## src/sv/stl_pkg.sv

```systemverilog
// ----------------------------------------------------------------------------
// stl_pkg
// Shared constants, types and saturating helpers for the sync timing learner.
// ----------------------------------------------------------------------------
package stl_pkg;

    // Internal counter widths.
    localparam int CLOCK_BITS = 20;
    localparam int LINE_BITS  = 16;

    // Fixed widths of the stream fields.
    localparam int RUN_BITS   = 16;
    localparam int OUT_CLK_W  = 20;
    localparam int OUT_LINE_W = 16;
    localparam int GLITCH_W   = 16;
    localparam int REJ_W      = 8;

    localparam int IN_DATA_W  = 24;
    localparam int OUT_DATA_W = 112;
    localparam int OUT_USER_W = 2;

    localparam logic [REJ_W-1:0] GIVE_UP_RESET = 8'd16;

    // Sum wide enough for a clock count plus a run length without wrap.
    localparam int SUM_BITS = ((CLOCK_BITS > RUN_BITS) ? CLOCK_BITS : RUN_BITS) + 1;

    localparam logic [CLOCK_BITS-1:0] CMAX = '1;
    localparam logic [LINE_BITS-1:0]  LMAX = '1;
    localparam logic [REJ_W-1:0]      RMAX = '1;

    typedef enum logic [1:0] {
        EV_NONE  = 2'd0,
        EV_LINE  = 2'd1,
        EV_FRAME = 2'd2,
        EV_RETRO = 2'd3
    } t_event;

    function automatic logic [CLOCK_BITS-1:0] sat_clk(
        input logic [CLOCK_BITS-1:0] a,
        input logic [SUM_BITS-2:0]   b
    );
        logic [SUM_BITS-1:0] s;
        s = SUM_BITS'(a) + SUM_BITS'(b);
        return (s > SUM_BITS'(CMAX)) ? CMAX : s[CLOCK_BITS-1:0];
    endfunction

    function automatic logic [LINE_BITS-1:0] inc_line(input logic [LINE_BITS-1:0] a);
        return (a == LMAX) ? a : a + 1'b1;
    endfunction

endpackage

```

## src/sv/sync_timing_learner.sv

```systemverilog
// ----------------------------------------------------------------------------
// sync_timing_learner
// Learns hsync/vsync polarity, widths, line period and frame length from
// run-length coded sync samples, with glitch rejection and lock detection.
// ----------------------------------------------------------------------------
// Usage:
//   s_axis carries one run per beat: {run_clocks, v_level, h_level} in tdata.
//   m_axis returns one result per run: the event code in tuser and the
//   current learned timing in tdata.
//   i_cfg_we/i_cfg_wdata write the give-up count; write it only while idle.
// Path: a run accepted from s_axis passes through the input register, then
//   the result register, before its result is on m_axis.
// Throughput: one run per clock while m_axis is not held off. All learning is
//   a single pass of logic between the input register and the result
//   register, so the recurrence closes within that pass.
// Stall: when m_axis is held off, the result register holds; one more run is
//   taken into the input register if it is empty, after which s_axis_tready drops.
// Reset: synchronous, active low. Clears all learned state, both pipeline
//   valids, and loads a give-up count of 16.
// ----------------------------------------------------------------------------
module sync_timing_learner
    import stl_pkg::*;
(
    input  logic                  i_clk,
    input  logic                  i_rst_n,
    input  logic                  s_axis_tvalid,
    output logic                  s_axis_tready,
    // Bits from 0: h_level, v_level, run_clocks[15:0], zero pad.
    input  logic [IN_DATA_W-1:0]  s_axis_tdata,
    output logic                  m_axis_tvalid,
    input  logic                  m_axis_tready,
    // Bits from 0: h_pol, h_width[19:0], line_period[19:0],
    // v_pol, v_pulse_lines[15:0], frame_lines[15:0], locked,
    // glitches[15:0], report_pos[19:0], zero pad.
    output logic [OUT_DATA_W-1:0] m_axis_tdata,
    // Bits from 0: event_res[1:0].
    output logic [OUT_USER_W-1:0] m_axis_tuser,
    input  logic                  i_cfg_we,
    input  logic [REJ_W-1:0]      i_cfg_wdata
);

    // Pipeline control.
    logic                  r_in_valid;
    logic                  r_in_h;
    logic                  r_in_v;
    logic [RUN_BITS-1:0]   r_in_run;
    logic                  r_out_valid;
    logic [OUT_DATA_W-1:0] r_out_data;
    t_event                r_out_event;
    logic                  adv;
    logic                  step;

    logic [REJ_W-1:0]      r_give_up;

    // Learned state.
    logic                  r_started, n_started;
    logic                  r_prev_h, n_prev_h;
    logic                  r_prev_v, n_prev_v;
    logic [CLOCK_BITS-1:0] r_h_high, n_h_high;
    logic [CLOCK_BITS-1:0] r_h_low, n_h_low;
    logic [CLOCK_BITS-1:0] r_clock_in_line, n_clock_in_line;
    logic                  r_pulse_live, n_pulse_live;
    logic [CLOCK_BITS-1:0] r_pulse_start, n_pulse_start;
    logic [REJ_W-1:0]      r_rejected, n_rejected;
    logic                  r_h_pol, n_h_pol;
    logic [CLOCK_BITS-1:0] r_h_width, n_h_width;
    logic [CLOCK_BITS-1:0] r_line_period, n_line_period;
    logic [LINE_BITS-1:0]  r_v_high, n_v_high;
    logic [LINE_BITS-1:0]  r_v_low, n_v_low;
    logic                  r_v_seen, n_v_seen;
    logic [LINE_BITS-1:0]  r_line_in_frame, n_line_in_frame;
    logic [LINE_BITS-1:0]  r_prev_frame_lines, n_prev_frame_lines;
    logic [CLOCK_BITS-1:0] r_prev_line_period, n_prev_line_period;
    logic                  r_v_pol, n_v_pol;
    logic [LINE_BITS-1:0]  r_v_pulse_lines, n_v_pulse_lines;
    logic [LINE_BITS-1:0]  r_frame_lines, n_frame_lines;
    logic                  r_lock, n_lock;
    logic [GLITCH_W-1:0]   r_glitches, n_glitches;
    logic [CLOCK_BITS-1:0] r_report_pos, n_report_pos;
    t_event                n_event;

    assign adv           = !r_out_valid || m_axis_tready;
    assign step          = adv && r_in_valid;
    assign s_axis_tready = adv || !r_in_valid;

    always_comb begin
        logic                  h;
        logic                  v;
        logic [CLOCK_BITS-1:0] done;
        logic [CLOCK_BITS-1:0] other;
        logic                  lvl;
        logic                  know;
        logic                  dropped;
        logic [CLOCK_BITS-1:0] slack;
        logic                  width_ok;
        logic [LINE_BITS-1:0]  v_done;
        logic [LINE_BITS-1:0]  v_other;
        logic                  v_lvl;
        logic [LINE_BITS-1:0]  v_len;
        logic                  first;

        h       = r_in_h;
        v       = r_in_v;
        done    = '0;
        other   = '0;
        lvl     = 1'b0;
        know    = 1'b0;
        dropped = 1'b0;
        slack   = '0;
        width_ok = 1'b0;
        v_done  = '0;
        v_other = '0;
        v_lvl   = 1'b0;
        v_len   = '0;
        first   = 1'b0;

        n_started          = r_started;
        n_prev_h           = r_prev_h;
        n_prev_v           = r_prev_v;
        n_h_high           = r_h_high;
        n_h_low            = r_h_low;
        n_clock_in_line    = r_clock_in_line;
        n_pulse_live       = r_pulse_live;
        n_pulse_start      = r_pulse_start;
        n_rejected         = r_rejected;
        n_h_pol            = r_h_pol;
        n_h_width          = r_h_width;
        n_line_period      = r_line_period;
        n_v_high           = r_v_high;
        n_v_low            = r_v_low;
        n_v_seen           = r_v_seen;
        n_line_in_frame    = r_line_in_frame;
        n_prev_frame_lines = r_prev_frame_lines;
        n_prev_line_period = r_prev_line_period;
        n_v_pol            = r_v_pol;
        n_v_pulse_lines    = r_v_pulse_lines;
        n_frame_lines      = r_frame_lines;
        n_lock             = r_lock;
        n_glitches         = r_glitches;
        n_report_pos       = r_report_pos;
        n_event            = EV_NONE;

        if (!r_started) begin
            n_started = 1'b1;
            n_prev_h  = h;
            n_prev_v  = v;
            if (v) begin
                n_v_high = LINE_BITS'(1);
            end else begin
                n_v_low = LINE_BITS'(1);
            end
        end

        if (h != n_prev_h) begin
            done  = n_prev_h ? n_h_high : n_h_low;
            other = n_prev_h ? n_h_low : n_h_high;
            if (n_h_width != '0 && n_line_period != '0) begin
                lvl  = n_h_pol;
                know = 1'b1;
            end else if (other != '0) begin
                // Before the timing is known, the shorter phase is the pulse.
                if (done < other) begin
                    lvl       = n_prev_h;
                    n_h_width = done;
                end else begin
                    lvl       = h;
                    n_h_width = other;
                end
                n_h_pol = lvl;
                know    = 1'b1;
            end

            slack    = n_h_width >> 2;
            width_ok = ({1'b0, done} + {1'b0, slack} >= {1'b0, n_h_width})
                    && ({1'b0, done} <= {1'b0, n_h_width} + {1'b0, slack})
                    && (n_pulse_start >= (n_line_period >> 1));

            if (know && h == lvl) begin
                n_pulse_live  = 1'b1;
                n_pulse_start = n_clock_in_line;
            end else if (know && n_pulse_live) begin
                n_pulse_live = 1'b0;
                if (n_rejected >= r_give_up) begin
                    n_h_width       = '0;
                    n_line_period   = '0;
                    n_clock_in_line = '0;
                    n_h_high        = '0;
                    n_h_low         = '0;
                    n_rejected      = '0;
                    n_glitches      = n_glitches + 1'b1;
                end else if (!(n_h_width != '0 && n_line_period != '0) || width_ok) begin
                    n_h_pol   = lvl;
                    n_h_width = done;
                    if (n_pulse_start != '0) begin
                        n_line_period = n_pulse_start;
                    end
                    n_clock_in_line = done;
                    n_report_pos    = done;
                    n_rejected      = '0;
                    n_line_in_frame = inc_line(n_line_in_frame);
                    n_event         = EV_LINE;

                    // Vsync is sampled once per accepted line start.
                    if (v != n_prev_v) begin
                        v_done  = n_prev_v ? n_v_high : n_v_low;
                        v_other = n_prev_v ? n_v_low : n_v_high;
                        if (v_other != '0) begin
                            if (v_done < v_other) begin
                                v_lvl = n_prev_v;
                                v_len = v_done;
                            end else begin
                                v_lvl = v;
                                v_len = v_other;
                            end
                            n_v_pol         = v_lvl;
                            n_v_pulse_lines = v_len;
                            first           = !n_v_seen;
                            n_v_seen        = 1'b1;
                            if (v == v_lvl) begin
                                n_frame_lines = n_line_in_frame;
                                n_lock = (n_prev_frame_lines != '0)
                                      && (n_frame_lines == n_prev_frame_lines)
                                      && (n_line_period == n_prev_line_period);
                                n_prev_frame_lines = n_frame_lines;
                                n_prev_line_period = n_line_period;
                                n_line_in_frame    = '0;
                                n_event            = EV_FRAME;
                            end else begin
                                // Entering the blank phase first: the frame
                                // began this many lines ago.
                                n_line_in_frame = v_len;
                                if (first) begin
                                    n_event = EV_RETRO;
                                end
                            end
                        end
                        if (v) begin
                            n_v_high = '0;
                        end else begin
                            n_v_low = '0;
                        end
                    end
                    if (v) begin
                        n_v_high = inc_line(n_v_high);
                    end else begin
                        n_v_low = inc_line(n_v_low);
                    end
                    n_prev_v = v;
                end else begin
                    n_glitches = n_glitches + 1'b1;
                    n_rejected = (n_rejected == RMAX) ? n_rejected : n_rejected + 1'b1;
                    dropped    = 1'b1;
                end
            end

            // A rejected pulse is folded back into the phase it interrupted.
            if (dropped) begin
                if (h) begin
                    n_h_high = sat_clk(n_h_high, (SUM_BITS-1)'(done));
                end else begin
                    n_h_low = sat_clk(n_h_low, (SUM_BITS-1)'(done));
                end
            end else begin
                if (h) begin
                    n_h_high = '0;
                end else begin
                    n_h_low = '0;
                end
            end
            n_prev_h = h;
        end

        if (h) begin
            n_h_high = sat_clk(n_h_high, (SUM_BITS-1)'(r_in_run));
        end else begin
            n_h_low = sat_clk(n_h_low, (SUM_BITS-1)'(r_in_run));
        end
        n_clock_in_line = sat_clk(n_clock_in_line, (SUM_BITS-1)'(r_in_run));
    end

    always_ff @(posedge i_clk) begin
        if (!i_rst_n) begin
            r_in_valid  <= 1'b0;
            r_out_valid <= 1'b0;
            r_give_up   <= GIVE_UP_RESET;
        end else begin
            if (s_axis_tready) begin
                r_in_valid <= s_axis_tvalid;
            end
            if (adv) begin
                r_out_valid <= r_in_valid;
            end
            if (i_cfg_we) begin
                r_give_up <= i_cfg_wdata;
            end
        end
    end

    always_ff @(posedge i_clk) begin
        if (s_axis_tready && s_axis_tvalid) begin
            r_in_h   <= s_axis_tdata[0];
            r_in_v   <= s_axis_tdata[1];
            r_in_run <= s_axis_tdata[RUN_BITS+1:2];
        end
        if (step) begin
            r_out_event <= n_event;
            r_out_data  <= {1'b0,
                            OUT_CLK_W'(n_report_pos),
                            n_glitches,
                            n_lock,
                            OUT_LINE_W'(n_frame_lines),
                            OUT_LINE_W'(n_v_pulse_lines),
                            n_v_pol,
                            OUT_CLK_W'(n_line_period),
                            OUT_CLK_W'(n_h_width),
                            n_h_pol};
        end
    end

    always_ff @(posedge i_clk) begin
        if (!i_rst_n) begin
            r_started          <= 1'b0;
            r_prev_h           <= 1'b0;
            r_prev_v           <= 1'b0;
            r_h_high           <= '0;
            r_h_low            <= '0;
            r_clock_in_line    <= '0;
            r_pulse_live       <= 1'b0;
            r_pulse_start      <= '0;
            r_rejected         <= '0;
            r_h_pol            <= 1'b0;
            r_h_width          <= '0;
            r_line_period      <= '0;
            r_v_high           <= '0;
            r_v_low            <= '0;
            r_v_seen           <= 1'b0;
            r_line_in_frame    <= '0;
            r_prev_frame_lines <= '0;
            r_prev_line_period <= '0;
            r_v_pol            <= 1'b0;
            r_v_pulse_lines    <= '0;
            r_frame_lines      <= '0;
            r_lock             <= 1'b0;
            r_glitches         <= '0;
            r_report_pos       <= '0;
        end else if (step) begin
            r_started          <= n_started;
            r_prev_h           <= n_prev_h;
            r_prev_v           <= n_prev_v;
            r_h_high           <= n_h_high;
            r_h_low            <= n_h_low;
            r_clock_in_line    <= n_clock_in_line;
            r_pulse_live       <= n_pulse_live;
            r_pulse_start      <= n_pulse_start;
            r_rejected         <= n_rejected;
            r_h_pol            <= n_h_pol;
            r_h_width          <= n_h_width;
            r_line_period      <= n_line_period;
            r_v_high           <= n_v_high;
            r_v_low            <= n_v_low;
            r_v_seen           <= n_v_seen;
            r_line_in_frame    <= n_line_in_frame;
            r_prev_frame_lines <= n_prev_frame_lines;
            r_prev_line_period <= n_prev_line_period;
            r_v_pol            <= n_v_pol;
            r_v_pulse_lines    <= n_v_pulse_lines;
            r_frame_lines      <= n_frame_lines;
            r_lock             <= n_lock;
            r_glitches         <= n_glitches;
            r_report_pos       <= n_report_pos;
        end
    end

    assign m_axis_tvalid = r_out_valid;
    assign m_axis_tdata  = r_out_data;
    assign m_axis_tuser  = r_out_event;

    // Learned state moves only when a run passes into the result register.
    a_state_holds: assert property (@(posedge i_clk) disable iff (!i_rst_n)
        !step |=> $stable(r_glitches) && $stable(r_clock_in_line) && $stable(r_started))
        else $error("learned state changed without a run stepping");

    // Any reported event comes from an accepted line, which clears the rejection run.
    a_event_clears_reject: assert property (@(posedge i_clk) disable iff (!i_rst_n)
        step && n_event != EV_NONE |=> r_rejected == '0)
        else $error("event reported while rejections remain");

    // At most one glitch is counted per run.
    a_glitch_step: assert property (@(posedge i_clk) disable iff (!i_rst_n)
        1'b1 |=> (r_glitches == $past(r_glitches))
              || (r_glitches == $past(r_glitches) + 1'b1))
        else $error("glitch counter jumped");

    // Input side only stalls with both pipeline registers occupied.
    a_stall_full: assert property (@(posedge i_clk) disable iff (!i_rst_n)
        !s_axis_tready |-> r_in_valid && r_out_valid)
        else $error("input stalled with a free pipeline slot");

    // A frame event can only follow the first vsync pulse being seen.
    a_frame_seen: assert property (@(posedge i_clk) disable iff (!i_rst_n)
        step && (n_event == EV_FRAME || n_event == EV_RETRO) |=> r_v_seen)
        else $error("frame event before any vsync pulse");

endmodule
```

## config.mk

```make
export PLATFORM = sky130hd
export DESIGN_NAME = sync_timing_learner
export DESIGN_NICKNAME = d
export VERILOG_FILES = /design/src/sv/stl_pkg.sv /design/src/sv/sync_timing_learner.sv
export SDC_FILE = /design/constraint.sdc
export NUM_CORES = 2
export LEC_CHECK = 0
export BUFFER_PORTS_ARGS = -buffer_cell sky130_fd_sc_hd__buf_2
export CELL_PAD_IN_SITES_DETAIL_PLACEMENT = 0
export CELL_PAD_IN_SITES_GLOBAL_PLACEMENT = 2
export CORE_MARGIN = 3
export CORE_UTILIZATION = 42
export DETAILED_ROUTE_END_ITERATION = 10
export GPL_ROUTABILITY_DRIVEN = 0
export PLACE_DENSITY = 0.9
export SLEW_MARGIN = 20
export SYNTH_ARGS = -nofsm -noshare
export SYNTH_HDL_FRONTEND = slang
export SYNTH_SLANG_ARGS = --single-unit
```

## constraint.sdc

```tcl
create_clock -name i_clk -period 24.6 [get_ports i_clk]
set_clock_uncertainty 0.05 [all_clocks]
set_input_delay 1.23 -clock i_clk [delete_from_list [all_inputs] [get_ports i_clk]]
set_output_delay 1.23 -clock i_clk [all_outputs]
set_load 0.03 [all_outputs]
```

==> results.toml <==
[synth]
ys_async_sr_fraction_pct = 0
syn_area_per_cell_um2 = 8.37
ys_types = 114
netlist_area_mm2 = 0.0302
yosys.area.top_type = "dfxtp_1"
synthCells = 3614
synth_warnings = 0
synthTopCellsByArea = "dfxtp_1 20%, edfxtp_1 13%, ha_1 8.7%"
ys_ff_latch = 429
synth_edf_count = 131
ys.flop_type = "dfxtp_1"
synth_top_area_share_pct = 19.7
synth_fp_nets = 3868
yosysSeqAreaShare_pct = 32.7

[floorplan]
die_w_um = 274
rows = 97
fp.coreArea_mm2 = 0.0706
initial_core_util_pct = 42.8
fp.dieH_um = 274
io_pins = 153
design.die.area_mm2 = 0.0752

[cts]
cts-root-buf = "clkbuf_16"
htreeDepth = 2
ctsResizeCount = 0
cts_sinks = 429
hold_buffers = 0
cts.path.max_buffers = 3
clk_latency_ns = 0.62
cts_setup_buffers = 0
cts_buffers = 49
cts.clk_slew.worst_paths_ns = 0.06
cts_tree = "yes"

[route]
routed_wl_um = 104000
wl_met1_um = 49300
top_layer = "met5"
viasPerCell = 6.02
drc = 0
post_drt_wl_per_cell_um = 22.5
met2_length_um = 43400
wl_met3_um = 8280
initialDrtViolationCount = 2417
vias = 27900
dr.pass1.iters = 5
antenna_left = 0

[layout]
antennaDiodeCount = 0
multiInputGateArea_mm2 = 0.0190
drive_above_1_share_pct = 11.6
seq_area_mm2 = 0.00990
nNetsFinal = 3908
finalNonFillerCells = 4635
fillers = 6968
layout_commonest_cell = "nand2_1"
area_delta_synth_final_pct = 11.3
layout_common_cells = "361 x nand2_1, 314 x nor2_1, 313 x a21oi_1"

[global_routing]
antenna_found_initial = 5
grt_pass1_wl_um = 158000
grt_start_max_net_pins = 100
grt_pass1_vias = 25800
overflow = 0
grt.total_usage_pct = 27.0

[critical_path]
cp_slowest_cell = "o41ai_4"
startpoint_type = "register"
required_ns = 25.09
critPathMaxStageDelay_ns = 0.92
end_kind = "register"
arrival_ns = 15.72
path_class = "reg2reg"
path_max_fanout = 48

[sta]
worst_slack_ns = 9.38
whs_ns = 0.400
slew_violations = 0
hold_violations = 0
setup_viol = 0
fin_tns_setup_ns = 0
finalCritPeriodShare_pct = 61.9
worst_slew_pin_slew_ns = 1.10
min_period_ns = 15.22
timing.fmax_ghz = 0.0657
relSlewSlack_pct = 26.2
rsz0062_at_grt = "no"

[place]
portBuffers = 145
dp_hpwl_um = 73100
place_inst = 4543
dpl_worst_slack_ns = 9.74

[pwr]
ir_drop_mv = 0.0597
p_leak_nw = 13.5
power_density_mw_per_mm2 = 61.8

[outcome]
status = "completed"

[job]
cap_viol_max_count = 0

[worst_hold_path]
min_path_type = "reg2reg"
-- synthesized netlist by cell type (42+ instances only) --
master and number:
clkbuf_1 192, nand4_1 46, nand2b_1 44, edfxtp_1 131
and2_1 46, and3_1 42, nor3_1 73, ha_1 211
o21a_1 69, xnor2_1 85, nand3_1 84, o211ai_1 49
mux2i_1 71, a211oi_1 81, dfxtp_1 298, nor2b_1 46
nor2_1 317, mux2_2 45, xor2_1 81, o21ai_0 193
inv_1 130, a21o_1 66, a21oi_1 316, nand2_1 362
-- layer usage --
layer,vias to the layer above,GRT usage (%)
met5,-,0
li1,13400,-
met2,971,39.8
met1,13400,39.7
met4,4,8.10
met3,156,5.15
-- per-stage QoR --
step / instance area [um2] / power (mW) / utilization (%)
6_report: 33600 / 2.08 / 47.6
3_5_place_dp: 31800 / 1.27 / 45.1
5_1_grt: 33600 / 2.17 / 47.6
3_3_place_gp: 31800 / 1.27 / 45.1
4_1_cts: 33600 / 2.09 / 47.6
2_1_floorplan: 30200 / 1.13 / -
-- cell families (layout without fill, tap and decap cells) --
group | after synthesis | count (layout) | synth area share [%]
flops | 429 | 429 | 32.7
simple gates | 1192 | 1192 | 18.9
xor+xnor | 166 | 166 | 4.81
compound gates | 1125 | 1125 | 25.5
mux | 117 | 117 | 4.10
other cells | 1 | 1 | 0.0124
fa+ha+maj | 221 | 221 | 9.27
buf+inv | 363 | 444 | 4.68
-- power breakdown --
part           total, mW  switching, mW  internal [mW]
Combinational      0.481          0.310          0.171
Clock              0.815          0.325          0.491
Sequential         0.783         0.0296          0.753
-- critical path, delay by kind of cell, from the launching register on --
kind	cells	cell delay (ns)
simple gates	12	3.17
buf+inv	4	1.72
compound gates	34	8.15
xor+xnor	1	0.16
flops	1	0.31
fa+ha+maj	3	0.80
mux	2	0.69
-- sequential cells by signal (all words and copies together), names as in the netlist, 20 cells and up --
name and flops:
m_axis_tdata 111, r_clock_in_line 20, r_h_high 20, r_h_low 20, r_h_width 20, r_line_period 20, r_prev_line_period 20, r_pulse_start 20
r_report_pos 20
-- final timing paths --
kind | slack, ns | start | to | depth (start not counted)
setup / recovery | 9.38 | r_started | r_clock_in_line[6] | 56
hold / removal | 0.40 | r_v_seen | r_v_seen | 2
setup reg to reg | 9.38 | r_started | r_clock_in_line[6] | 56
hold reg to reg | 0.40 | r_v_seen | r_v_seen | 2
-- cell type report --
cell class,count,share of cell area (%)
multi-input combinational,2822,56.4
sequential,429,29.4
clock buffer,65,4.06
timing repair buffer,217,3.76
tap,940,3.50
inverter,135,1.56
clock inverter,27,1.30
Power figures use the tool's default switching activity.
